==> config.mk <==
export PLATFORM = sky130hd
export DESIGN_NAME = unsigned_radix_field_formatter
export DESIGN_NICKNAME = d
export VERILOG_FILES = /design/src/hw/rtl/urff_pkg.sv /design/src/hw/rtl/unsigned_radix_field_formatter.sv
export SDC_FILE = /design/constraint.sdc
export NUM_CORES = 1
export LEC_CHECK = 0
export BUFFER_PORTS_ARGS = -buffer_cell sky130_fd_sc_hd__buf_2
export CAP_MARGIN = 10
export CORE_MARGIN = 2
export CORE_UTILIZATION = 45
export DETAILED_ROUTE_END_ITERATION = 10
export GPL_TIMING_DRIVEN = 0
export PLACE_DENSITY = 0.73
export SYNTH_ARGS = -nofsm -noshare
export SYNTH_HDL_FRONTEND = slang
export SYNTH_SLANG_ARGS = --single-unit
==> constraint.sdc <==
create_clock -name clk -period 12.51 [get_ports clk]
set_input_delay 2.502 -clock clk [delete_from_list [all_inputs] [get_ports clk]]
set_output_delay 2.502 -clock clk [all_outputs]
set_load 0.02 [all_outputs]
==> src/hw/rtl/urff_pkg.sv <==
// Shared types, character codes and helpers for the unsigned radix field formatter.
package urff_pkg;

  localparam int DIGIT_MAX = 32;
  localparam int BITS_PER_CYCLE = 8;
  localparam int DIV_CYCLES = 32 / BITS_PER_CYCLE;

  localparam logic [7:0] CH_ZERO  = 8'h30;
  localparam logic [7:0] CH_SPACE = 8'h20;
  localparam logic [7:0] CH_ALPHA = 8'h57;  // 'a' - 10

  localparam logic [1:0] MODE_ZERO_FILL = 2'd1;
  localparam logic signed [7:0] NO_PREC = -8'sd1;

  typedef struct packed {
    logic [31:0]       value;
    logic [4:0]        radix;
    logic [6:0]        field_width;
    logic signed [7:0] min_digits;
    logic [6:0]        prefix_room;
    logic [1:0]        justify_mode;
  } fmt_item_t;

  typedef struct packed {
    logic [7:0] out_char;
    logic       last;
  } fmt_char_t;

  typedef enum logic [1:0] {
    S_IDLE,
    S_DIV,
    S_SETUP,
    S_EMIT
  } fmt_state_t;

  function automatic logic [7:0] digit_char(input logic [3:0] d);
    logic [7:0] c;
    if (d < 4'd10) begin
      c = CH_ZERO + {4'd0, d};
    end else begin
      c = CH_ALPHA + {4'd0, d};
    end
    return c;
  endfunction

endpackage

==> src/hw/rtl/unsigned_radix_field_formatter.sv <==
// Formats an unsigned 32-bit value as a padded ASCII field, one character per cycle.
// Each digit is one pass through a shared 8-bit-per-cycle restoring divider, then a setup
// state lays out the field, then one character per cycle leaves through the output register.
// busy is high while an item is divided, set up and emitted; start is taken only in idle.
// Synchronous active-high reset returns the sequencer to idle with no result pending.
module unsigned_radix_field_formatter #(
  parameter int MAX_FIELD = 64
) (
  input  logic                 clk,
  input  logic                 rst,
  input  logic                 start,
  input  urff_pkg::fmt_item_t  item,
  output logic                 busy,
  output logic                 result_valid,
  output urff_pkg::fmt_char_t  result
);
  import urff_pkg::*;

  localparam int SPAN  = (MAX_FIELD > DIGIT_MAX) ? MAX_FIELD : DIGIT_MAX;
  localparam int CNT_W = $clog2(SPAN + 1);
  localparam int SW    = (CNT_W > 7) ? CNT_W + 1 : 8;
  localparam int ND_W  = $clog2(DIGIT_MAX + 1);
  localparam int DI_W  = $clog2(DIGIT_MAX);
  localparam int STP_W = $clog2(DIV_CYCLES);

  fmt_state_t state, state_next;

  // item set-up, latched on the input transfer
  logic [4:0]       rdx;
  logic [CNT_W-1:0] prec, tp;
  logic             zero_pad, left;

  // divider
  logic [31:0]      dv, qacc;
  logic [3:0]       rem;
  logic [STP_W-1:0] step;
  logic [31:0]      q_new;
  logic [3:0]       r_new;

  // digit store, least significant first
  logic [3:0]       dig [DIGIT_MAX];
  logic [ND_W-1:0]  nd;

  // emit phase
  logic [CNT_W-1:0] total, lead, pos;
  logic [CNT_W-1:0] nd_ext, body, e1, e2, e3, dend, didx_full;
  logic [7:0]       ch;

  // input decode
  logic [CNT_W-1:0] w_sat, prec_in, tot0, tp_in;
  logic [4:0]       rdx_in;
  logic             accept, div_done, emit_end;

  assign accept = start && (state == S_IDLE);

  always_comb begin
    if (int'(item.field_width) > MAX_FIELD) begin
      w_sat = CNT_W'(MAX_FIELD);
    end else begin
      w_sat = CNT_W'(item.field_width);
    end
    if (item.min_digits > 8'sd0) begin
      if (int'(item.min_digits) > MAX_FIELD) begin
        prec_in = CNT_W'(MAX_FIELD);
      end else begin
        prec_in = CNT_W'(item.min_digits);
      end
    end else begin
      prec_in = '0;
    end
    if (SW'(w_sat) > SW'(item.prefix_room)) begin
      tot0 = CNT_W'(SW'(w_sat) - SW'(item.prefix_room));
    end else begin
      tot0 = '0;
    end
    tp_in = (tot0 > prec_in) ? tot0 : prec_in;
    if (item.radix < 5'd2) begin
      rdx_in = 5'd2;
    end else if (item.radix > 5'd16) begin
      rdx_in = 5'd16;
    end else begin
      rdx_in = item.radix;
    end
  end

  // eight restoring steps per cycle; remainder stays below the radix
  always_comb begin
    logic [4:0] t;
    logic [3:0] r;
    logic [31:0] q;
    r = rem;
    q = qacc;
    for (int i = 0; i < BITS_PER_CYCLE; i++) begin
      t = {r, dv[31 - i]};
      if (t >= rdx) begin
        t = t - rdx;
        q = {q[30:0], 1'b1};
      end else begin
        q = {q[30:0], 1'b0};
      end
      r = t[3:0];
    end
    q_new = q;
    r_new = r;
  end

  assign div_done = (step == STP_W'(DIV_CYCLES - 1)) && (q_new == '0);

  // field layout: right = [pad][zeros][digits], left = [zeros][digits][spaces]
  always_comb begin
    nd_ext = CNT_W'(nd);
    body   = lead + nd_ext;
    if (left) begin
      e1   = '0;
      e2   = lead;
      e3   = body;
      dend = body - 1'b1;
    end else begin
      e1   = total - body;
      e2   = total - nd_ext;
      e3   = total;
      dend = total - 1'b1;
    end
    didx_full = dend - pos;
    if (pos < e1) begin
      ch = zero_pad ? CH_ZERO : CH_SPACE;
    end else if (pos < e2) begin
      ch = CH_ZERO;
    end else if (pos < e3) begin
      ch = digit_char(dig[didx_full[DI_W-1:0]]);
    end else begin
      ch = CH_SPACE;
    end
  end

  assign emit_end = (pos == total - 1'b1);

  always_ff @(posedge clk) begin
    if (rst) begin
      state <= S_IDLE;
    end else begin
      state <= state_next;
    end
  end

  always_comb begin
    state_next = state;
    busy       = (state != S_IDLE);
    case (state)
      S_IDLE: begin
        if (start) begin
          state_next = S_DIV;
        end
      end
      S_DIV: begin
        if (div_done) begin
          state_next = S_SETUP;
        end
      end
      S_SETUP: begin
        state_next = S_EMIT;
      end
      S_EMIT: begin
        if (emit_end) begin
          state_next = S_IDLE;
        end
      end
      default: begin
        state_next = S_IDLE;
      end
    endcase
  end

  always_ff @(posedge clk) begin
    if (rst) begin
      result_valid <= 1'b0;
    end else begin
      result_valid <= (state == S_EMIT);
    end
  end

  always_ff @(posedge clk) begin
    if (accept) begin
      rdx      <= rdx_in;
      prec     <= prec_in;
      tp       <= tp_in;
      zero_pad <= (item.justify_mode == MODE_ZERO_FILL) && (item.min_digits == NO_PREC);
      left     <= item.justify_mode[1];
      dv       <= item.value;
      rem      <= '0;
      step     <= '0;
      nd       <= '0;
    end
    if (state == S_DIV) begin
      if (step == STP_W'(DIV_CYCLES - 1)) begin
        dig[nd[DI_W-1:0]] <= r_new;
        nd   <= nd + 1'b1;
        dv   <= q_new;
        rem  <= '0;
        step <= '0;
      end else begin
        dv   <= {dv[31-BITS_PER_CYCLE:0], {BITS_PER_CYCLE{1'b0}}};
        rem  <= r_new;
        step <= step + 1'b1;
      end
      qacc <= q_new;
    end
    if (state == S_SETUP) begin
      total <= (tp > nd_ext) ? tp : nd_ext;
      lead  <= (prec > nd_ext) ? prec - nd_ext : '0;
      pos   <= '0;
    end
    if (state == S_EMIT) begin
      pos             <= pos + 1'b1;
      result.out_char <= ch;
      result.last     <= emit_end;
    end
  end

`ifndef ASSERT_OFF
  a_res_from_emit: assert property (@(posedge clk) disable iff (rst)
    result_valid |-> $past(state == S_EMIT))
    else $error("result without emit cycle");

  a_start_divides: assert property (@(posedge clk) disable iff (rst)
    (start && !busy) |=> (state == S_DIV))
    else $error("accepted transfer did not start division");

  // digit count is cleared on a transfer and grows by one per digit
  a_digit_bound: assert property (@(posedge clk) disable iff (rst)
    busy |-> (nd <= ND_W'(DIGIT_MAX)))
    else $error("digit count overflow");

  a_last_gap: assert property (@(posedge clk) disable iff (rst)
    (result_valid && result.last) |=> !result_valid)
    else $error("character after end of field");

  a_idle_last: assert property (@(posedge clk) disable iff (rst)
    (result_valid && !busy) |-> result.last)
    else $error("field ended without last flag");
`endif

endmodule

==> impl_metrics.env, run 1 <==
export IMPL_outcome="completed"
export IMPL_fin_skew_ps=26.9
export IMPL_antennaDiodeCount=0
export IMPL_synth_top_area_frac=0.502
export IMPL_area_growth_pct=13.9
export IMPL_synth_main_ff_cell="edfxtp_1"
export IMPL_synth_commonest_cells="240 x edfxtp_1, 123 x nor2_1, 120 x ha_1"
export IMPL_drtPass1Iterations=5
export IMPL_synth_edf_count=240
export IMPL_clockBufferDepth=3
export IMPL_gp_congestion=0.843
export IMPL_r2r_cells=59
export IMPL_yosysMostFrequentCell="edfxtp_1"
export IMPL_yosys_area_top_type="edfxtp_1"
export IMPL_path_clk_slew_ps=60
export IMPL_vias=9367
export IMPL_relSlewSlack=0.212
export IMPL_hold_viol=0
export IMPL_rrSetupSlack_ps=670
export IMPL_path_class="reg -> reg"
export IMPL_grt_max_degree=39
export IMPL_cp_arrival_ps=12250
export IMPL_syn_inst=1160
export IMPL_hold_class="reg -> reg"
export IMPL_seq_area_frac_synth=0.514
export IMPL_nNetsFinal=1475
export IMPL_wl_per_cell_um=18.7
export IMPL_min_delay_start="qacc[10]"
export IMPL_r2r_start="rdx[1]"
export IMPL_drt_initial_drc_count=811
export IMPL_final_layout_size_suffix_gt1_frac=0.185
export IMPL_grt_pass1_wl_um=50100
export IMPL_fp_dieW_um=183
export IMPL_r2r_end="state[1]"
export IMPL_rows=65
export IMPL_max_clock_freq_mhz=84.5
export IMPL_avgSynthCellArea_um2=12.4
export IMPL_cts_root_buffer="clkbuf_16"
export IMPL_ys_types=57
export IMPL_routed_wl_um=31700
export IMPL_cpMostUsedCell="a21o_1"
export IMPL_synthesis_nets=1358
export IMPL_grt_overflow_total=0
export IMPL_clk_latency_ps=540
export IMPL_antenna_found_initial=0
export IMPL_period_needed_ps=11840
export IMPL_hold_path_depth=0
export IMPL_final_max_slew_viol_count=0
export IMPL_first_global_vias=9491
export IMPL_die_h_um=183
export IMPL_clkSinkCount=249
export IMPL_die_area_mm2=0.0334
export IMPL_cts_htree_levels=1
export IMPL_setup_viol=0
export IMPL_hpwlAfterDp_um=22100
export IMPL_io_pins=75
export IMPL_critPathSlowestCell="edfxtp_1"
export IMPL_yosys_warnings=0
export IMPL_place_inst=1635
export IMPL_final_cells=1699
export IMPL_cp_end_kind="register"
export IMPL_cp_max_fo=12
export IMPL_place_ws_ps=-2700
export IMPL_via_per_inst=5.51
export IMPL_period_share=0.946
export IMPL_fin_util=0.520
export IMPL_required_ps=12920
export IMPL_cts_tree="done"
export IMPL_async_flop_share=0
export IMPL_postRouteAntennaNets=0
export IMPL_io_buffers=73
export IMPL_fin_ws_ps=671
export IMPL_worst_slew_pin_slew_ps=1180
export IMPL_hold_end="qacc[18]"
export IMPL_core_mm2=0.0315
export IMPL_ys_top_cells_by_area="edfxtp_1 50%, ha_1 10%, mux4_2 5.0%"
export IMPL_grt_usage=0.192
export IMPL_startpoint_type="register"
export IMPL_synth_area_mm2=0.0144
export IMPL_drc_errors=0
export IMPL_numCtsBuffers=26
export IMPL_synth_seq_cells=249
export IMPL_critPathMaxStageDelay_ps=400
export IMPL_initial_core_util=0.456
export IMPL_cap_violations=0
layout by cell type (no fill, tap or decap), types with 26 or more instances in the layout:
cell type,count
xnor2_1,44
buf_2,77
clkbuf_16,26
o21ai_0,40
a21oi_1,65
nor2_1,123
mux2i_1,62
mux4_2,32
nand2_1,47
mux2_2,28
ha_1,120
edfxtp_1,240
inv_1,91
a21o_1,31
metrics by stage:
stage	hold WS [ps]	TNS [ps]	cell area, um^2
5_1_grt	485	-56.5	16400
3_3_place_gp	465	-265490	15200
4_1_cts	468	0	16300
2_1_floorplan	450	0	14400
3_5_place_dp	477	-326060	15200
6_report	469	0	16400
cells by family after synthesis:
kind of cell,after synthesis,share of synthesized area
XOR/XNOR,64,0.0414
AND/OR/NAND/NOR,269,0.0863
adder cells (fa/ha/maj),134,0.124
other,2,0.000523
buffers and inverters,127,0.0353
AO/OA/AOI/OAI,188,0.0782
multiplexers,127,0.120
flip-flops,249,0.514
state kept, by name, indices dropped and copies added, names as in the netlist, 5 cells and up:
name and cells:
dig 128, dv 32, qacc 24, result 8, lead 7, pos 7, prec 7, total 7
tp 7, nd 6, rdx 5
worst max-delay path, delay by kind of cell, from the launching register on:
kind	cells	cell delay, ps
fa+ha+maj	8	2280
flops	1	400
compound gates	32	5810
mux	5	1650
buf+inv	7	640
simple gates	7	920
how the worst max path moves through the flow:
stage,to,startpoint,cells past startpoint,slack [ps]
2_1_floorplan,rem[2],rdx[1],61,240
3_3_place_gp,dig[23][2],rdx[1],60,-2200
3_5_place_dp,dig[19][2],rdx[1],60,-2700
4_1_cts,state[1],rdx[1],63,80
5_1_grt,state[1],rdx[1],59,-40
6_report,state[1],rdx[1],59,670
timing repair:
action / CTS / global route
hold buffers: 0 / 0
endpoints found under the setup margin: 137 / 136
pin swaps: 5 / 7
gates cloned: 2 / 0
gates resized for setup: 19 / 11
setup buffers: 10 / 7
layer usage:
layer | track usage | share of wire | vias up
li1 | - | - | 4476
met1 | 0.263 | 0.44 | 4521
met2 | 0.324 | 0.47 | 327
met3 | 0.0293 | 0.066 | 43
met4 | 0.0445 | 0.021 | 0
met5 | 0 | 0 | -
cell type report:
cell class              instances  area [um^2]
inverters                      94          360
clock inverters                19          224
clock buffers                  29          662
well taps                     402          503
flip-flops and latches        249         7390
fillers                      2639        15100
multi-input cells             786         6590
plain buffers                  30          143
repair buffers                 90          493
Power of run 1 is not shown: default switching activity piles up to over one toggle a cycle in this logic, so the estimate is an artifact.
==> run 2: changes to the inputs <==
--- a/config.mk
+++ b/config.mk
@@ -8,10 +8,10 @@
 export BUFFER_PORTS_ARGS = -buffer_cell sky130_fd_sc_hd__buf_2
 export CAP_MARGIN = 10
 export CORE_MARGIN = 2
-export CORE_UTILIZATION = 45
+export CORE_UTILIZATION = 56
 export DETAILED_ROUTE_END_ITERATION = 10
 export GPL_TIMING_DRIVEN = 0
-export PLACE_DENSITY = 0.73
+export PLACE_DENSITY = 0.86
 export SYNTH_ARGS = -nofsm -noshare
 export SYNTH_HDL_FRONTEND = slang
 export SYNTH_SLANG_ARGS = --single-unit
==> impl_metrics.env, run 2 (same netlist as run 1, synthesis figures left out) <==
export IMPL_cpMostUsedCell="a21o_1"
export IMPL_cts_tree="done"
export IMPL_hold_path_depth=0
export IMPL_antenna_found_initial=0
export IMPL_postRouteAntennaNets=0
export IMPL_rows=58
export IMPL_routed_wl_um=34100
export IMPL_fin_util=0.647
export IMPL_grt_overflow_total=0
export IMPL_fin_ws_ps=462
export IMPL_clk_latency_ps=530
export IMPL_path_clk_slew_ps=70
export IMPL_wl_met3_um=2580
export IMPL_r2r_cells=57
export IMPL_drc_errors=0
export IMPL_hold_buffers=0
export IMPL_io_pins=75
export IMPL_wl_met2_um=17200
export IMPL_period_share=0.963
export IMPL_largest_reg_flops=128
export IMPL_final_cell_mix="240 x edfxtp_1, 122 x nor2_1, 119 x ha_1"
export IMPL_cp_end_kind="register"
export IMPL_first_global_vias=9917
export IMPL_cts_htree_levels=1
export IMPL_area_growth_pct=13.5
export IMPL_nNetsFinal=1476
export IMPL_path_class="reg -> reg"
export IMPL_cts_root_buffer="clkbuf_16"
export IMPL_cp_max_fo=16
export IMPL_wl_per_cell_um=20.9
export IMPL_required_ps=12720
export IMPL_clockBufferDepth=3
export IMPL_setup_viol=0
export IMPL_hold_viol=0
export IMPL_period_needed_ps=12050
export IMPL_fillers=1739
export IMPL_cap_violations=0
export IMPL_final_common_cell="edfxtp_1"
export IMPL_clkSinkCount=249
export IMPL_critPathMaxStageDelay_ps=700
export IMPL_io_buffers=73
export IMPL_cp_arrival_ps=12260
export IMPL_die_area_mm2=0.0269
export IMPL_drt_initial_drc_count=1050
export IMPL_gp_congestion=0.893
export IMPL_die_h_um=164
export IMPL_grt_pass1_wl_um=52100
export IMPL_grt_max_degree=39
export IMPL_core_mm2=0.0252
export IMPL_via_per_inst=6.03
export IMPL_wl_met1_um=13000
export IMPL_max_clock_freq_mhz=83.0
export IMPL_startpoint_type="register"
export IMPL_drtPass1Iterations=5
export IMPL_antennaDiodeCount=0
export IMPL_fp_dieW_um=164
export IMPL_hold_class="reg -> reg"
export IMPL_final_layout_size_suffix_gt1_frac=0.184
export IMPL_initial_core_util=0.570
export IMPL_place_ws_ps=-2590
export IMPL_top_layer="met4"
export IMPL_fin_skew_ps=10.9
export IMPL_final_max_slew_viol_count=0
export IMPL_outcome="completed"
export IMPL_grt_usage=0.253
export IMPL_vias=9823
export IMPL_critPathSlowestCell="o21ai_2"
export IMPL_numCtsBuffers=26
export IMPL_hpwlAfterDp_um=23400
export IMPL_worst_slew_pin_slew_ps=1140
export IMPL_relSlewSlack=0.238
-- run 2: cell count changes in the layout (fill, tap and decap cells not counted), moves of 2 or more --
cell	change
mux2_4	+2
mux2_2	-2
o21ai_0	+2
o21ai_4	+2
inv_6	+2
o21ai_2	-3
a21oi_2	-2
clkinv_4	-2
a21oi_4	+2
clkinv_1	+3
clkinv_2	-3
-- run 2: metrics by stage --
step	cells	hold slack, ps	setup TNS (ps)	area (um^2)
2_1_floorplan	1160	450	0	14400
3_3_place_gp	1563	466	-241160	15100
3_5_place_dp	1563	469	-312610	15100
4_1_cts	1619	484	-3.22	16100
5_1_grt	1628	492	-4980	16300
6_report	1628	492	0	16300
-- run 2: cell type report --
class / instances / area (um^2) / share of cell area
Sequential cell: 249 / 7390 / 0.453
Multi-Input combinational cell: 786 / 6640 / 0.407
Clock buffer: 30 / 666 / 0.0408
Timing Repair Buffer: 91 / 500 / 0.0307
Tap cell: 330 / 413 / 0.0253
Inverter: 94 / 360 / 0.0221
Clock inverter: 18 / 190 / 0.0117
Buffer: 30 / 143 / 0.00875
-- run 2: per-layer routing --
metal,GRT usage,up-vias
met5,0,-
met4,0.0909,0
met3,0.0439,100
met2,0.452,478
met1,0.306,4765
li1,-,4480
-- run 2: final timing paths --
kind         slack (ps)          to    start
min reg2reg         490     qacc[9]  qacc[1]
min                 490     qacc[9]  qacc[1]
max                 460  dig[18][2]   rdx[1]
max reg2reg         460  dig[18][2]   rdx[1]
-- run 2: repair_timing --
action	in CTS	in global routing
cloned	1	1
endpoints found under the hold margin	0	0
setup endpoints to repair	136	136
pin swaps	5	10
setup buffers	8	10
resized for setup	18	18
-- run 2: worst max-delay path, delay by kind of cell, from the launching register on --
| kind | cells | cell delay (ps) |
|---|---|---|
| AO/OA/AOI/OAI | 31 | 6210 |
| adder cells (fa/ha/maj) | 8 | 2220 |
| buffers and inverters | 11 | 1150 |
| flip-flops | 1 | 420 |
| multiplexers | 4 | 1350 |
| AND/OR/NAND/NOR | 3 | 380 |
Power of run 2 is left out for the same reason.
